### src/rtl/dmxut_pkg.sv
// Shared constants, codes and inter-module types for the DMX512 universe transmitter.
// No dependencies; used by dmxut_ctrl, dmxut_dp and the top level.
`timescale 1ns / 1ps

package dmxut_pkg;

  // Universe and transmitter sizing
  localparam int SLOT_COUNT    = 127;
  localparam int TX_FIFO_DEPTH = 16;
  localparam int RUN_LIMIT     = 16;
  localparam int RUN_MAX       = (TX_FIFO_DEPTH < RUN_LIMIT) ? TX_FIFO_DEPTH : RUN_LIMIT;

  localparam int SLOT_W  = $clog2(SLOT_COUNT);      // slot memory address
  localparam int NSLOT_W = $clog2(SLOT_COUNT + 1);  // slot counter
  localparam int RUN_W   = $clog2(RUN_MAX + 1);     // bytes left in a run

  // Field widths
  localparam int CMD_W     = 2;
  localparam int ELAPSED_W = 13;
  localparam int SPACE_W   = 5;
  localparam int NUM_W     = 10;
  localparam int LEVEL_W   = 16;
  localparam int BYTE_W    = 8;
  localparam int BASE_W    = NUM_W + 2;             // (num - 1) * 3

  localparam int TIMER_W   = 16;
  localparam int LIMIT_W   = 17;                    // SLOT_COUNT * 63 + 1023 fits

  localparam int IN_TDATA_W  = 72;
  localparam int OUT_TDATA_W = 8;

  // Configuration registers
  localparam int CFG_IDX_W  = 2;
  localparam int CFG_DATA_W = 10;
  localparam int BREAK_W    = 10;
  localparam int SLOTT_W    = 6;
  localparam int TAIL_W     = 10;

  localparam logic [CFG_IDX_W-1:0] REG_BREAK_TIME = 2'd0;
  localparam logic [CFG_IDX_W-1:0] REG_SLOT_TIME  = 2'd1;
  localparam logic [CFG_IDX_W-1:0] REG_TAIL_TIME  = 2'd2;

  localparam logic [BREAK_W-1:0] BREAK_TIME_RST = 10'd150;
  localparam logic [SLOTT_W-1:0] SLOT_TIME_RST  = 6'd44;
  localparam logic [TAIL_W-1:0]  TAIL_TIME_RST  = 10'd100;

  localparam logic [BYTE_W-1:0] LEVEL_MAX  = 8'd255;
  localparam logic [BYTE_W-1:0] START_CODE = 8'd0;
  localparam logic [BYTE_W-1:0] BREAK_BYTE = 8'd0;

  // Line mode: break rate 83333 baud 8N1 / data rate 250000 baud 8N2
  localparam logic LINE_BREAK = 1'b0;
  localparam logic LINE_DATA  = 1'b1;

  typedef enum logic [CMD_W-1:0] {
    CMD_POLL        = 2'd0,
    CMD_SET_CHANNEL = 2'd1,
    CMD_SET_COLOR   = 2'd2
  } cmd_code_t;

  typedef struct packed {
    logic [CMD_W-1:0]     command;
    logic [ELAPSED_W-1:0] elapsed_us;
    logic [SPACE_W-1:0]   tx_space;
    logic [NUM_W-1:0]     slot_number;
    logic [LEVEL_W-1:0]   level;
    logic [BYTE_W-1:0]    red;
    logic [BYTE_W-1:0]    green;
    logic [BYTE_W-1:0]    blue;
  } item_t;

  // Controller -> datapath
  typedef struct packed {
    logic load_item;
    logic timer_add;
    logic timer_clear;
    logic slot_clear;
    logic wr_chan;
    logic wr_color;
    logic run_start;
    logic run_step;
    logic out_break;
    logic out_start;
  } ctrl_cmd_t;

  // Datapath -> controller
  typedef struct packed {
    cmd_code_t command;
    logic      chan_ok;
    logic      color_ok;
    logic      color_last;
    logic      timer_lt_break;
    logic      timer_ge_limit;
    logic      avail_zero;
    logic      run_last;
    logic      slot_end;
    logic      out_free;
  } dp_status_t;

endpackage

### src/rtl/dmx512_universe_transmitter.sv
// DMX512 universe transmitter, top level: stream ports, controller and datapath.
// Depends on dmxut_pkg, dmxut_ctrl and dmxut_dp.
`timescale 1ns / 1ps

// Holds the levels of one DMX universe (dmxut_pkg::SLOT_COUNT slots, all zero
// after reset) and paces the frame sequence toward a byte-wide serial
// transmitter. Each input request carries a command in s_tuser: set one
// channel (1-based number, level clamped to 255; zero or out-of-range numbers
// are dropped), set a color triple (fixture n writes slots 3n-3..3n-1, dropped
// whole if it would run past the last slot), or poll. A poll adds elapsed_us
// to a saturating timer and then advances the frame: from idle it sends a zero
// break byte at break line mode; after break_time_us it sends the start code
// at data line mode; then each poll sends as many slot bytes as tx_space allows
// (at most 16 and the FIFO depth); after the last slot it waits for
// SLOT_COUNT * slot_time_us + tail_time_us before going idle again. Every
// output request carries the byte in m_tdata, the line mode in m_tuser
// (0 break rate 83333 baud 8N1, 1 data rate 250000 baud 8N2) and m_tlast on the
// final byte of each poll. Timing: one item at a time. Set color writes its
// three slots through the single memory write port one per cycle; a poll
// sends its slot bytes one per cycle from the registered memory read while
// the output side does not stall. The output register lets the next request
// be taken while the last byte still waits. The user writes config only
// while idle; the block itself does not enforce this.

module dmx512_universe_transmitter (
  input  logic                                clk,
  input  logic                                rst,
  // Input requests
  input  logic                                s_tvalid,
  output logic                                s_tready,
  // [12:0] elapsed_us, [17:13] tx_space, [27:18] slot_number, [43:28] level,
  // [51:44] red, [59:52] green, [67:60] blue, [71:68] zero
  input  logic [dmxut_pkg::IN_TDATA_W-1:0]    s_tdata,
  // [1:0] command
  input  logic [dmxut_pkg::CMD_W-1:0]         s_tuser,
  // Output requests
  output logic                                m_tvalid,
  input  logic                                m_tready,
  // [7:0] tx_byte
  output logic [dmxut_pkg::OUT_TDATA_W-1:0]   m_tdata,
  // [0] line_mode
  output logic                                m_tuser,
  output logic                                m_tlast,   // last_of_run
  // Configuration writes
  input  logic                                cfg_write,
  input  logic [dmxut_pkg::CFG_IDX_W-1:0]     cfg_index,
  input  logic [dmxut_pkg::CFG_DATA_W-1:0]    cfg_data
);

  localparam int OFS_ELAPSED = 0;
  localparam int OFS_SPACE   = OFS_ELAPSED + dmxut_pkg::ELAPSED_W;
  localparam int OFS_NUM     = OFS_SPACE + dmxut_pkg::SPACE_W;
  localparam int OFS_LEVEL   = OFS_NUM + dmxut_pkg::NUM_W;
  localparam int OFS_RED     = OFS_LEVEL + dmxut_pkg::LEVEL_W;
  localparam int OFS_GREEN   = OFS_RED + dmxut_pkg::BYTE_W;
  localparam int OFS_BLUE    = OFS_GREEN + dmxut_pkg::BYTE_W;

  dmxut_pkg::item_t      in_item;
  dmxut_pkg::ctrl_cmd_t  cmd;
  dmxut_pkg::dp_status_t st;

  // Unpack the request payload
  always_comb begin
    in_item.command     = s_tuser;
    in_item.elapsed_us  = s_tdata[OFS_ELAPSED +: dmxut_pkg::ELAPSED_W];
    in_item.tx_space    = s_tdata[OFS_SPACE +: dmxut_pkg::SPACE_W];
    in_item.slot_number = s_tdata[OFS_NUM +: dmxut_pkg::NUM_W];
    in_item.level       = s_tdata[OFS_LEVEL +: dmxut_pkg::LEVEL_W];
    in_item.red         = s_tdata[OFS_RED +: dmxut_pkg::BYTE_W];
    in_item.green       = s_tdata[OFS_GREEN +: dmxut_pkg::BYTE_W];
    in_item.blue        = s_tdata[OFS_BLUE +: dmxut_pkg::BYTE_W];
  end

  dmxut_ctrl u_ctrl (
    .clk      (clk),
    .rst      (rst),
    .s_tvalid (s_tvalid),
    .s_tready (s_tready),
    .st       (st),
    .cmd      (cmd)
  );

  dmxut_dp u_dp (
    .clk       (clk),
    .rst       (rst),
    .in_item   (in_item),
    .cfg_write (cfg_write),
    .cfg_index (cfg_index),
    .cfg_data  (cfg_data),
    .cmd       (cmd),
    .st        (st),
    .m_tvalid  (m_tvalid),
    .m_tready  (m_tready),
    .m_tdata   (m_tdata),
    .m_tuser   (m_tuser),
    .m_tlast   (m_tlast)
  );

`ifndef SYNTHESIS
  // A byte is never loaded over one the sink has not taken
  a_no_overwrite: assert property (@(posedge clk) disable iff (rst)
    (cmd.run_step || cmd.out_break || cmd.out_start) |-> st.out_free)
    else $error("output register overwritten while held");

  // While a run is only partly delivered, no new request is taken
  a_run_busy: assert property (@(posedge clk) disable iff (rst)
    (m_tvalid && !m_tlast) |-> !s_tready)
    else $error("input taken during a slot run");

  // The break byte always stands alone in its poll
  a_break_single: assert property (@(posedge clk) disable iff (rst)
    (m_tvalid && (m_tuser == dmxut_pkg::LINE_BREAK)) |-> m_tlast)
    else $error("break byte not marked last");

  // A slot run starts only from a loaded poll, never with nothing to send
  a_run_start: assert property (@(posedge clk) disable iff (rst)
    cmd.run_start |-> (!st.avail_zero && $past(cmd.timer_add)))
    else $error("slot run started without a poll");
`endif

endmodule

### src/rtl/dmxut_ctrl.sv
// Sequencing controller: item decode, frame phase and byte run sequencing.
// Depends on dmxut_pkg; drives dmxut_dp through ctrl_cmd_t.
`timescale 1ns / 1ps

module dmxut_ctrl (
  input  logic                   clk,
  input  logic                   rst,
  input  logic                   s_tvalid,
  output logic                   s_tready,
  input  dmxut_pkg::dp_status_t  st,
  output dmxut_pkg::ctrl_cmd_t   cmd
);

  typedef enum logic [2:0] {
    S_IDLE,
    S_EXEC,
    S_POLL,
    S_SEND,
    S_COLOR
  } state_t;

  typedef enum logic [1:0] {
    PH_IDLE,
    PH_BREAK,
    PH_DATA,
    PH_WAIT
  } phase_t;

  state_t state, state_next;
  phase_t phase, phase_next;

  assign s_tready = (state == S_IDLE);

  always_comb begin
    state_next = state;
    phase_next = phase;
    cmd        = '0;
    unique case (state)
      S_IDLE: begin
        if (s_tvalid) begin
          cmd.load_item = 1'b1;
          state_next    = S_EXEC;
        end
      end
      S_EXEC: begin
        unique case (st.command)
          dmxut_pkg::CMD_POLL: begin
            cmd.timer_add = 1'b1;
            state_next    = S_POLL;
          end
          dmxut_pkg::CMD_SET_CHANNEL: begin
            cmd.wr_chan = st.chan_ok;
            state_next  = S_IDLE;
          end
          dmxut_pkg::CMD_SET_COLOR: begin
            if (st.color_ok) begin
              cmd.wr_color = 1'b1;
              state_next   = S_COLOR;
            end else begin
              state_next = S_IDLE;
            end
          end
          default: state_next = S_IDLE;  // unused code: no effect
        endcase
      end
      S_POLL: begin
        unique case (phase)
          PH_IDLE: begin
            if (st.out_free) begin
              cmd.out_break   = 1'b1;
              cmd.timer_clear = 1'b1;
              phase_next      = PH_BREAK;
              state_next      = S_IDLE;
            end
          end
          PH_BREAK: begin
            if (st.timer_lt_break) begin
              state_next = S_IDLE;
            end else if (st.out_free) begin
              cmd.out_start   = 1'b1;
              cmd.timer_clear = 1'b1;
              cmd.slot_clear  = 1'b1;
              phase_next      = PH_DATA;
              state_next      = S_IDLE;
            end
          end
          PH_DATA: begin
            if (st.avail_zero) begin
              state_next = S_IDLE;
            end else begin
              cmd.run_start = 1'b1;
              state_next    = S_SEND;
            end
          end
          PH_WAIT: begin
            if (st.timer_ge_limit) phase_next = PH_IDLE;
            state_next = S_IDLE;
          end
          default: state_next = S_IDLE;
        endcase
      end
      S_SEND: begin
        if (st.out_free) begin
          cmd.run_step = 1'b1;
          if (st.run_last) begin
            state_next = S_IDLE;
            if (st.slot_end) phase_next = PH_WAIT;
          end
        end
      end
      S_COLOR: begin
        cmd.wr_color = 1'b1;
        if (st.color_last) state_next = S_IDLE;
      end
      default: state_next = S_IDLE;
    endcase
  end

  always_ff @(posedge clk) begin
    if (rst) begin
      state <= S_IDLE;
      phase <= PH_IDLE;
    end else begin
      state <= state_next;
      phase <= phase_next;
    end
  end

endmodule

### src/rtl/dmxut_dp.sv
// Datapath: item and config registers, timer, slot memory and output register.
// Depends on dmxut_pkg; commanded by dmxut_ctrl.
`timescale 1ns / 1ps

module dmxut_dp (
  input  logic                                clk,
  input  logic                                rst,
  input  dmxut_pkg::item_t                    in_item,
  input  logic                                cfg_write,
  input  logic [dmxut_pkg::CFG_IDX_W-1:0]     cfg_index,
  input  logic [dmxut_pkg::CFG_DATA_W-1:0]    cfg_data,
  input  dmxut_pkg::ctrl_cmd_t                cmd,
  output dmxut_pkg::dp_status_t               st,
  output logic                                m_tvalid,
  input  logic                                m_tready,
  output logic [dmxut_pkg::OUT_TDATA_W-1:0]   m_tdata,
  output logic                                m_tuser,
  output logic                                m_tlast
);

  dmxut_pkg::item_t item;

  logic [dmxut_pkg::BREAK_W-1:0] break_time;
  logic [dmxut_pkg::SLOTT_W-1:0] slot_time;
  logic [dmxut_pkg::TAIL_W-1:0]  tail_time;
  logic [dmxut_pkg::LIMIT_W-1:0] frame_limit;

  logic [dmxut_pkg::TIMER_W-1:0] timer;
  logic [dmxut_pkg::TIMER_W:0]   timer_sum;
  logic [dmxut_pkg::NSLOT_W-1:0] next_slot;
  logic [dmxut_pkg::RUN_W-1:0]   run_left;
  logic [dmxut_pkg::RUN_W-1:0]   avail;
  logic [dmxut_pkg::RUN_W-1:0]   run_len;
  logic [dmxut_pkg::NSLOT_W-1:0] slots_left;
  logic [1:0]                    color_step;

  logic [dmxut_pkg::NUM_W-1:0]   num_m1;
  logic [dmxut_pkg::BASE_W-1:0]  color_base;
  logic [dmxut_pkg::BASE_W-1:0]  color_addr;

  logic [dmxut_pkg::BYTE_W-1:0]  slot_mem [dmxut_pkg::SLOT_COUNT];
  logic [dmxut_pkg::SLOT_COUNT-1:0] slot_valid;
  logic                          wr_en;
  logic [dmxut_pkg::SLOT_W-1:0]  wr_addr;
  logic [dmxut_pkg::BYTE_W-1:0]  wr_data;
  logic                          rd_en;
  logic [dmxut_pkg::SLOT_W-1:0]  rd_addr;
  logic [dmxut_pkg::BYTE_W-1:0]  rd_data;
  logic                          rd_valid;
  logic                          out_load;

  // Item capture
  always_ff @(posedge clk) begin
    if (cmd.load_item) item <= in_item;
  end

  // Configuration registers; frame wait threshold kept registered
  always_ff @(posedge clk) begin
    if (rst) begin
      break_time <= dmxut_pkg::BREAK_TIME_RST;
      slot_time  <= dmxut_pkg::SLOT_TIME_RST;
      tail_time  <= dmxut_pkg::TAIL_TIME_RST;
    end else if (cfg_write) begin
      unique case (cfg_index)
        dmxut_pkg::REG_BREAK_TIME: break_time <= cfg_data[dmxut_pkg::BREAK_W-1:0];
        dmxut_pkg::REG_SLOT_TIME:  slot_time  <= cfg_data[dmxut_pkg::SLOTT_W-1:0];
        dmxut_pkg::REG_TAIL_TIME:  tail_time  <= cfg_data[dmxut_pkg::TAIL_W-1:0];
        default: ;
      endcase
    end
  end

  always_ff @(posedge clk) begin
    frame_limit <= dmxut_pkg::LIMIT_W'(dmxut_pkg::SLOT_COUNT)
                   * dmxut_pkg::LIMIT_W'(slot_time)
                   + dmxut_pkg::LIMIT_W'(tail_time);
  end

  // Saturating microsecond timer
  assign timer_sum = {1'b0, timer} + (dmxut_pkg::TIMER_W + 1)'(item.elapsed_us);

  always_ff @(posedge clk) begin
    if (rst) begin
      timer <= '0;
    end else if (cmd.timer_clear) begin
      timer <= '0;
    end else if (cmd.timer_add) begin
      timer <= timer_sum[dmxut_pkg::TIMER_W] ? '1 : timer_sum[dmxut_pkg::TIMER_W-1:0];
    end
  end

  // Run length: min(space, fifo depth, run limit, slots left)
  assign avail = (32'(item.tx_space) > dmxut_pkg::RUN_MAX)
                 ? dmxut_pkg::RUN_W'(dmxut_pkg::RUN_MAX)
                 : dmxut_pkg::RUN_W'(item.tx_space);
  assign slots_left = dmxut_pkg::NSLOT_W'(dmxut_pkg::SLOT_COUNT) - next_slot;
  assign run_len = (32'(slots_left) < 32'(avail)) ? dmxut_pkg::RUN_W'(slots_left) : avail;

  always_ff @(posedge clk) begin
    if (rst) begin
      next_slot <= '0;
      run_left  <= '0;
    end else begin
      if (cmd.slot_clear) next_slot <= '0;
      else if (cmd.run_step) next_slot <= next_slot + 1'b1;
      if (cmd.run_start) run_left <= run_len;
      else if (cmd.run_step) run_left <= run_left - 1'b1;
    end
  end

  // Slot writes
  assign num_m1     = item.slot_number - 1'b1;
  assign color_base = {1'b0, num_m1, 1'b0} + dmxut_pkg::BASE_W'(num_m1);
  assign color_addr = color_base + dmxut_pkg::BASE_W'(color_step);

  always_ff @(posedge clk) begin
    if (cmd.load_item) color_step <= '0;
    else if (cmd.wr_color) color_step <= color_step + 1'b1;
  end

  always_comb begin
    wr_en   = cmd.wr_chan | cmd.wr_color;
    wr_addr = color_addr[dmxut_pkg::SLOT_W-1:0];
    case (color_step)
      2'd0:    wr_data = item.red;
      2'd1:    wr_data = item.green;
      default: wr_data = item.blue;
    endcase
    if (cmd.wr_chan) begin
      wr_addr = num_m1[dmxut_pkg::SLOT_W-1:0];
      wr_data = (item.level > dmxut_pkg::LEVEL_W'(dmxut_pkg::LEVEL_MAX))
                ? dmxut_pkg::LEVEL_MAX : item.level[dmxut_pkg::BYTE_W-1:0];
    end
  end

  // Slot memory, one write and one registered read per cycle.
  // Valid bits stand in for the all-zero reset of the array.
  assign rd_en   = cmd.run_start | (cmd.run_step & ~st.run_last);
  assign rd_addr = cmd.run_start ? next_slot[dmxut_pkg::SLOT_W-1:0]
                                 : dmxut_pkg::SLOT_W'(next_slot + 1'b1);

  always_ff @(posedge clk) begin
    if (wr_en) slot_mem[wr_addr] <= wr_data;
    if (rd_en) rd_data <= slot_mem[rd_addr];
  end

  always_ff @(posedge clk) begin
    if (rst) begin
      slot_valid <= '0;
      rd_valid   <= 1'b0;
    end else begin
      if (wr_en) slot_valid[wr_addr] <= 1'b1;
      if (rd_en) rd_valid <= slot_valid[rd_addr];
    end
  end

  // Output register
  assign out_load = cmd.out_break | cmd.out_start | cmd.run_step;

  always_ff @(posedge clk) begin
    if (rst) begin
      m_tvalid <= 1'b0;
    end else if (out_load) begin
      m_tvalid <= 1'b1;
    end else if (m_tready) begin
      m_tvalid <= 1'b0;
    end
  end

  always_ff @(posedge clk) begin
    if (cmd.out_break) begin
      m_tdata <= dmxut_pkg::BREAK_BYTE;
      m_tuser <= dmxut_pkg::LINE_BREAK;
      m_tlast <= 1'b1;
    end else if (cmd.out_start) begin
      m_tdata <= dmxut_pkg::START_CODE;
      m_tuser <= dmxut_pkg::LINE_DATA;
      m_tlast <= 1'b1;
    end else if (cmd.run_step) begin
      m_tdata <= rd_valid ? rd_data : '0;
      m_tuser <= dmxut_pkg::LINE_DATA;
      m_tlast <= st.run_last;
    end
  end

  // Status
  always_comb begin
    st.command        = dmxut_pkg::cmd_code_t'(item.command);
    st.chan_ok        = (item.slot_number != '0)
                        && (32'(item.slot_number) <= dmxut_pkg::SLOT_COUNT);
    st.color_ok       = (item.slot_number != '0)
                        && (32'(color_base) + 2 < dmxut_pkg::SLOT_COUNT);
    st.color_last     = (color_step == 2'd2);
    st.timer_lt_break = (timer < dmxut_pkg::TIMER_W'(break_time));
    st.timer_ge_limit = (dmxut_pkg::LIMIT_W'(timer) >= frame_limit);
    st.avail_zero     = (avail == '0);
    st.run_last       = (run_left == dmxut_pkg::RUN_W'(1));
    st.slot_end       = (32'(next_slot) == dmxut_pkg::SLOT_COUNT - 1);
    st.out_free       = ~m_tvalid | m_tready;
  end

endmodule

### config.mk
export PLATFORM = sky130hd
export DESIGN_NAME = dmx512_universe_transmitter
export DESIGN_NICKNAME = d
export VERILOG_FILES = /design/src/rtl/dmxut_pkg.sv /design/src/rtl/dmx512_universe_transmitter.sv /design/src/rtl/dmxut_ctrl.sv /design/src/rtl/dmxut_dp.sv
export SDC_FILE = /design/constraint.sdc
export NUM_CORES = 2
export LEC_CHECK = 0
export BUFFER_PORTS_ARGS = -buffer_cell sky130_fd_sc_hd__buf_2
export CORE_ASPECT_RATIO = 0.9
export CORE_UTILIZATION = 65
export CTS_CLUSTER_DIAMETER = 40
export DETAILED_ROUTE_END_ITERATION = 6
export GPL_ROUTABILITY_DRIVEN = 1
export PLACE_DENSITY = 0.82
export SYNTH_ARGS = -nofsm -noshare
export SYNTH_HDL_FRONTEND = slang
export SYNTH_SLANG_ARGS = --single-unit
### constraint.sdc
create_clock -name clk -period 13 [get_ports clk]
set_clock_uncertainty 0.1 [all_clocks]
set_input_delay 0.65 -clock clk [delete_from_list [all_inputs] [get_ports clk]]
set_output_delay 0.65 -clock clk [all_outputs]
set_load 0.02 [all_outputs]
Word-level counts from Yosys, hierarchy flattened
Memories as Yosys holds them, arrays and structs flattened. A register that Yosys moved wholly into a read port is not among the register bits.
Index checks and enable logic that the tools add are counted.
{ "totals": {"reg_bits": 287, "mem_bits_rw": 1016, "out_inout_bits": 12, "mem_count": 1} }
{ "classes": {"n_addsub": 10, "mul": 1, "order_cmp": 10, "n_eq_ne": 25, "muxes": 64, "bitwise_logic": 9, "n_reduce_logical": 22} }
{ "mem_list": {"columns": ["name", "words", "word_bits", "rd", "rd_ports_with_merged_regs", "write_ports", "line_no", "rtl"], "rows": [
  ["u_dp.slot_mem", 127, 8, 1, 1, 1, "dmxut_dp.sv:41", "logic [dmxut_pkg::BYTE_W-1:0] slot_mem [dmxut_pkg::SLOT_COUNT];"]
]} }
{ "op_table": {"columns": ["operator", "count"], "rows": [
  ["$or A127 B127 Y127", 1],
  ["$lt A32 B7 Y1 const B", 1],
  ["$mux W1", 25],
  ["$mux W2", 12],
  ["$mux W8", 3],
  ["$mux W3", 7],
  ["$mux W5", 4],
  ["$add A16 B13 Y17", 1],
  ["$ge A16 B17 Y1", 1],
  ["$gt A16 B8 Y1 const B", 1],
  ["$lt A16 B10 Y1", 1],
  ["$lt A7 B8 Y1 const B", 2],
  ["$mux W16", 1],
  ["$pmux W8 S2", 1],
  ["$pmux W3 S5", 1],
  ["$add A13 B10 Y14", 1],
  ["$mux W7", 2],
  ["$add A12 B2 Y13 const B", 1],
  ["$mul A7 B6 Y13 const A", 1],
  ["$add A11 B10 Y12", 1],
  ["$ne A3 B3 Y1 const B", 4],
  ["$pmux W3 S4", 1],
  ["$eq A2 B2 Y1 const B", 5],
  ["$le A10 B7 Y1 const B", 1],
  ["37 further kinds", 62]
]} }

Logic depth before layout (Yosys ltp)
{ "logic_depth": {"depth_word": 11, "mapped_depth": 17, "depth_no_buf": 16} }

Cells and area by module
A second synthesis with hierarchy kept.
{ "hier_totals": {"hier_cells": 3353, "area_unflattened_um2": 54304.6} }
{ "modules_own_cells": {"columns": ["module", "n_inst", "cells_per_inst", "area_each_um2", "seq_area_each_um2"], "rows": [
  ["dmxut_dp", 1, 3293, 53851.6, 37035.5],
  ["dmxut_ctrl", 1, 60, 452.9, 100.1]
]} }

Worst setup path before layout
No wires, ideal clock.
{ "synth_path": {"path_kind": "register -> register", "from": "register u_dp.item[42] (netlist bit)", "to": "memory u_dp.slot_mem[0][5] (netlist bit), data pin", "t_arrival_ns": 5.829, "setup_slack_ns": 6.108, "path_stages_with_launch": 10, "path_buffers": 4, "period_less_slack_ns": 6.892, "path_cell_list": "edfxtp_1 or2_2 clkbuf_1 nor3_1 a2111o_1 clkbuf_1 buf_1 buf_1 nor3_1 a31oi_1"} }
{ "synth_via": {"elab_chain_len": 5} }
{ "synth_lines": {"columns": ["element", "line_no", "rtl"], "rows": [
  ["start, declared", "dmxut_dp.sv:21", "dmxut_pkg::item_t item;"],
  ["start signal, assigned", "dmxut_dp.sv:54", "if (cmd.load_item) item <= in_item;"],
  ["$le A10 B7 Y1 / $reduce_bool A10 Y1 (equally long branches)", "dmxut_dp.sv:190, dmxut_dp.sv:189", null],
  ["$logic_and A1 B1 Y1 (*)", "dmxut_dp.sv:190", "&& (32'(item.slot_number) <= dmxut_pkg::SLOT_COUNT);"],
  ["$mux W1 (*)", "dmxut_ctrl.sv:46", "unique case (st.command)"],
  ["$mux W1 (*)", "dmxut_ctrl.sv:38", "unique case (state)"],
  ["$mux W8 (*)", "dmxut_dp.sv:129", "if (cmd.wr_chan) begin"],
  ["via u_dp.wr_data (one bit)", "dmxut_dp.sv:45", "logic [dmxut_pkg::BYTE_W-1:0] wr_data;"],
  ["end, declared", "dmxut_dp.sv:41", null]
]} }
Mark *: on every way through the listed nets, which the timed path passes. The rest lies on a longest branch.

Worst setup path after layout
{ "layout_path": {"from": "register u_dp.item[40] (netlist bit)", "to": "memory u_dp.slot_mem[120][1] (netlist bit) (enable)"} }
{ "layout_via": {"elab_chain_len": 11} }
{ "layout_lines": {"columns": ["element", "line_no", "rtl"], "rows": [
  ["$sub A10 B1 Y10", "dmxut_dp.sv:112", "assign num_m1 = item.slot_number - 1'b1;"],
  ["$add A11 B10 Y12", "dmxut_dp.sv:113", "assign color_base = {1'b0, num_m1, 1'b0} + dmxut_pkg::BASE_W'(num_m1);"],
  ["$add A12 B2 Y13", "dmxut_dp.sv:192", "&& (32'(color_base) + 2 < dmxut_pkg::SLOT_COUNT);"],
  ["$lt A32 B7 Y1", "dmxut_dp.sv:192", null],
  ["$logic_and A1 B1 Y1", "dmxut_dp.sv:192", null],
  ["$mux W1", "dmxut_ctrl.sv:56", "if (st.color_ok) begin"],
  ["$mux W1", "dmxut_ctrl.sv:46", null],
  ["$pmux W1 S2", "dmxut_ctrl.sv:38", null],
  ["$or A1 B1 Y1", "dmxut_dp.sv:122", "wr_en = cmd.wr_chan | cmd.wr_color;"],
  ["$mux W1", "dmxut_dp.sv:143", "if (wr_en) slot_mem[wr_addr] <= wr_data;"],
  ["$mux W1 (implied by the code)", "dmxut_dp.sv:143", null]
]} }
Several ways; a longest one is shown, not always the timed one.

==> metrics.cfg <==
[floorplan]
design.die.area_um2=86400
pin_count=103
placement_rows=101
die_height_um=279
initial_utilization=0.656
die_width_um=310
core_area_um2=84400

[synthesis]
mapped_cells=4455
netlist_area_um2=55400
warnings_from_yosys=0
synth_cell_type_count=78
async_reset_ff_frac=0
postSynth.topFlopCell=edfxtp_1
proportion_of_synthesized_chip_area_in_sequential_cells=0.671
synth_enable_flop_cells=1094
synth_area_per_cell_um2=12.4
synth-seq-cells=1308
synth.net_count=4664

[worst_setup_path]
critPathCaptureType=flip-flop
cp_num_cells=17
critical_path_peak_fanout=25
crit_family=simple AND/OR/NAND/NOR gates
slack_of_the_worst_reg_to_reg_path_ns=6.36
timing.rr.end=u_dp.slot_mem[120][1]
crit-reg2reg-launch=u_dp.item[40]
crit_chain=inv_1, ha_1, nor3b_2, xnor2_1, inv_1, ha_1, o21ai_0, nor2_1, a2111oi_2, or4b_1, o211ai_1, mux2i_1, nor4_4, buf_4, nor2_2, buf_4, nor3_1
timing.critical_path.required_ns=13.23
cp-endpoint=u_dp.slot_mem[120][1]
critical_setup_path_class=reg -> reg
worst_path_arrival_ns=6.87
worstSetupStartpoint=u_dp.item[40]
critical_path.n_buffers_inverters=4
worst_setup_path_start_kind=flip-flop
crit_path_max_incr_delay_ns=1.08
critical-path-slowest-cell=nor3_1
worst-r2r-cell-count=17

[grt]
number_of_antenna_violations_at_the_first_check_in_global_routing=2
grt_use_total=0.335
grt_pass1_vias=37100
grt_start_max_net_pins=177
globalRouteOverflowTotal=0
grt_pass1_wl_um=216000

[placement]
numPortBuffers=98
detailed_place.area_um2=57200
place_hpwl_um=82500
gp_congestion=0.921
place_ws_ns=6.48

[cells_and_area]
num-fill-cells=5121
final_net_count=4778
utilization=0.741
proportion_of_layout_cells_with_a_drive_suffix_above_1=0.0974
fin_area_um2=62500
areaGrowthSynthToFinish_pct=12.9

[power_and_ir_drop]
report.power.total_uw=9240
cellPowerDensity_nw_per_um2=148
peakVddDrop_mv=0.130
power.static_leakage_uw=0.0211

[timing]
period_share=0.511
rsz0062_at_grt=false
final_hold_violations=0
max_slew.worst_pin.slew_ns=1.34
setup_ws_ns=6.36
worst_slew_margin_relative_to_its_limit=0.0857
finalSetupTns_ns=0
drv_slew=0
final-setup-viol-count=0
max_clock_freq_mhz=151
post-route-min-period_ns=6.64

[cts]
clockBufferDepth=3
post_cts.resized_instances=0
cts_tree=yes
cts.repair_timing.setup_buffer_count=0
clkSlewWorstSetupHoldPaths_ns=0.06
cts_made_buffers=139
cts_num_sinks=1308
clk_latency_ns=0.73
cts_htree_levels=4
clock-root-buffer=clkbuf_16

[routing]
vias_per_cell=6.58
via_count=38300
dr.first_iter.drc_count=5744
remaining_drc_errors=0
postRouteWirelength_um=144000
route.detailed.wl_per_inst_um=24.7
detail_route.first_pass.iterations=6
drtAntennaViolNets=0

[hold_path]
hold_class=in -> reg
hold_depth=3

[outcome]
run_status=finished clean

[job]
drv.max_cap_violation_count=0

## worst min-delay path by stage
stage                               startpoint                   end  slack, ns
after floorplan           u_dp.slot_valid[126]  u_dp.slot_valid[126]       0.32
after global placement     u_dp.slot_valid[29]   u_dp.slot_valid[29]       0.34
after detailed placement   u_dp.slot_valid[28]   u_dp.slot_valid[28]       0.34
after CTS                          cfg_data[6]     u_dp.tail_time[6]       0.06
after global routing               cfg_data[6]     u_dp.tail_time[6]       0.08
final                              cfg_data[6]     u_dp.tail_time[6]       0.09
## power breakdown
part | leakage (uW) | switching (uW) | internal, uW
Clock | 0.00221 | 1650 | 2310
Sequential | 0.0116 | 24.9 | 4630
Combinational | 0.00727 | 430 | 201
## cell families (layout without fill, tap and decap cells)
kind of cell / count (synthesis) / count (layout) / share of synthesized area
compound gates: 953 / 953 / 0.110
xor+xnor: 59 / 59 / 0.00958
fa+ha+maj: 118 / 118 / 0.0299
buf+inv: 402 / 629 / 0.0276
flops: 1308 / 1308 / 0.671
mux: 208 / 208 / 0.0419
other cells: 0 / 1 / 0
simple gates: 1407 / 1407 / 0.110
## layer usage
layer	track usage	vias to the layer above	wire length, um
met5	0	-	12
met4	0.142	2	5660
met3	0.0769	382	18800
met2	0.506	2632	65300
met1	0.469	18400	54100
li1	-	16800	-
## repair_timing
item,in CTS,in global routing
hold endpoints to repair,70,0
hold buffers,70,0
endpoints found under the setup margin,0,0
## worst register-to-register path, stage by stage, from the launching register on
cell       delay [ns]
edfxtp_1         0.50
inv_1            0.19
ha_1             0.50
nor3b_2          0.59
xnor2_1          0.30
inv_1            0.18
ha_1             0.33
o21ai_0          0.12
nor2_1           0.17
a2111oi_2        0.41
or4b_1           0.47
o211ai_1         0.12
mux2i_1          0.15
nor4_4           0.26
buf_4            0.33
nor2_2           0.09
buf_4            0.33
nor3_1           1.11
## cell usage after synthesis, types with 40 or more instances
| cell type | instances | area [um^2] |
|---|---|---|
| nor3_1 | 75 | 375 |
| a211oi_1 | 57 | 428 |
| xnor2_1 | 40 | 350 |
| o21ai_0 | 98 | 490 |
| nand3_1 | 55 | 275 |
| edfxtp_1 | 1094 | 32900 |
| nand2_1 | 803 | 3010 |
| ha_1 | 94 | 1180 |
| dfxtp_1 | 214 | 4280 |
| o22ai_1 | 92 | 576 |
| clkbuf_1 | 222 | 833 |
| buf_1 | 45 | 169 |
| mux2i_1 | 187 | 1870 |
| a21oi_1 | 380 | 1900 |
| o2bb2ai_1 | 119 | 1040 |
| nor2_1 | 243 | 912 |
| nor4_1 | 129 | 807 |
| inv_1 | 120 | 450 |
## flip-flops by register name (all words and copies together), names as in the netlist, 2 cells and up
name              flops
u_ctrl.phase          2
u_ctrl.state          3
u_dp.break_time      10
u_dp.color_step       2
u_dp.frame_limit     14
u_dp.item            68
u_dp.m_tdata          8
u_dp.next_slot        7
u_dp.rd_data          8
u_dp.run_left         5
u_dp.slot_mem      1016
u_dp.slot_time        6
u_dp.slot_valid     127
u_dp.st               2
u_dp.tail_time       10
u_dp.timer           16
## through the flow
step           std cells  hold WS [ns]
6_report            5816        0.0880
4_1_cts             5815        0.0579
3_3_place_gp        5491         0.339
5_1_grt             5815        0.0838
3_5_place_dp        5491         0.343
2_1_floorplan       4455         0.325
## layout by cell type, fill, tap and decap left out, types with 12 or more instances in the layout
cell / n
inv_1: 118
o2bb2ai_1: 119
clkbuf_1: 27
buf_4: 78
a41oi_1: 12
o21ai_0: 97
nand4_1: 19
dfxtp_1: 214
clkbuf_16: 147
fa_1: 24
mux2i_1: 187
a22oi_1: 17
nor3_1: 73
nor2_1: 241
dlygate4sd3_1: 70
mux4_2: 19
o211ai_1: 25
nand2_1: 803
o22ai_1: 92
ha_1: 94
edfxtp_1: 1094
a31oi_1: 13
clkinv_1: 26
a211oi_1: 56
nand3_1: 55
buf_2: 98
xor2_1: 18
nor2b_1: 14
nor4_1: 127
o221ai_1: 13
a21oi_1: 377
xnor2_1: 38
a21o_1: 19
## final cells by class
type | count | area [um^2] | area share
clock inverter | 79 | 802 | 0.0128
antenna | 1 | 2.50 | 0.0000400
clock buffer | 175 | 3790 | 0.0607
timing repair buffer | 252 | 1900 | 0.0303
sequential | 1308 | 37100 | 0.594
inverter | 123 | 464 | 0.00742
multi-input combinational | 2745 | 17000 | 0.272
tap | 1133 | 1420 | 0.0227
Power figures use the tool's default switching activity.
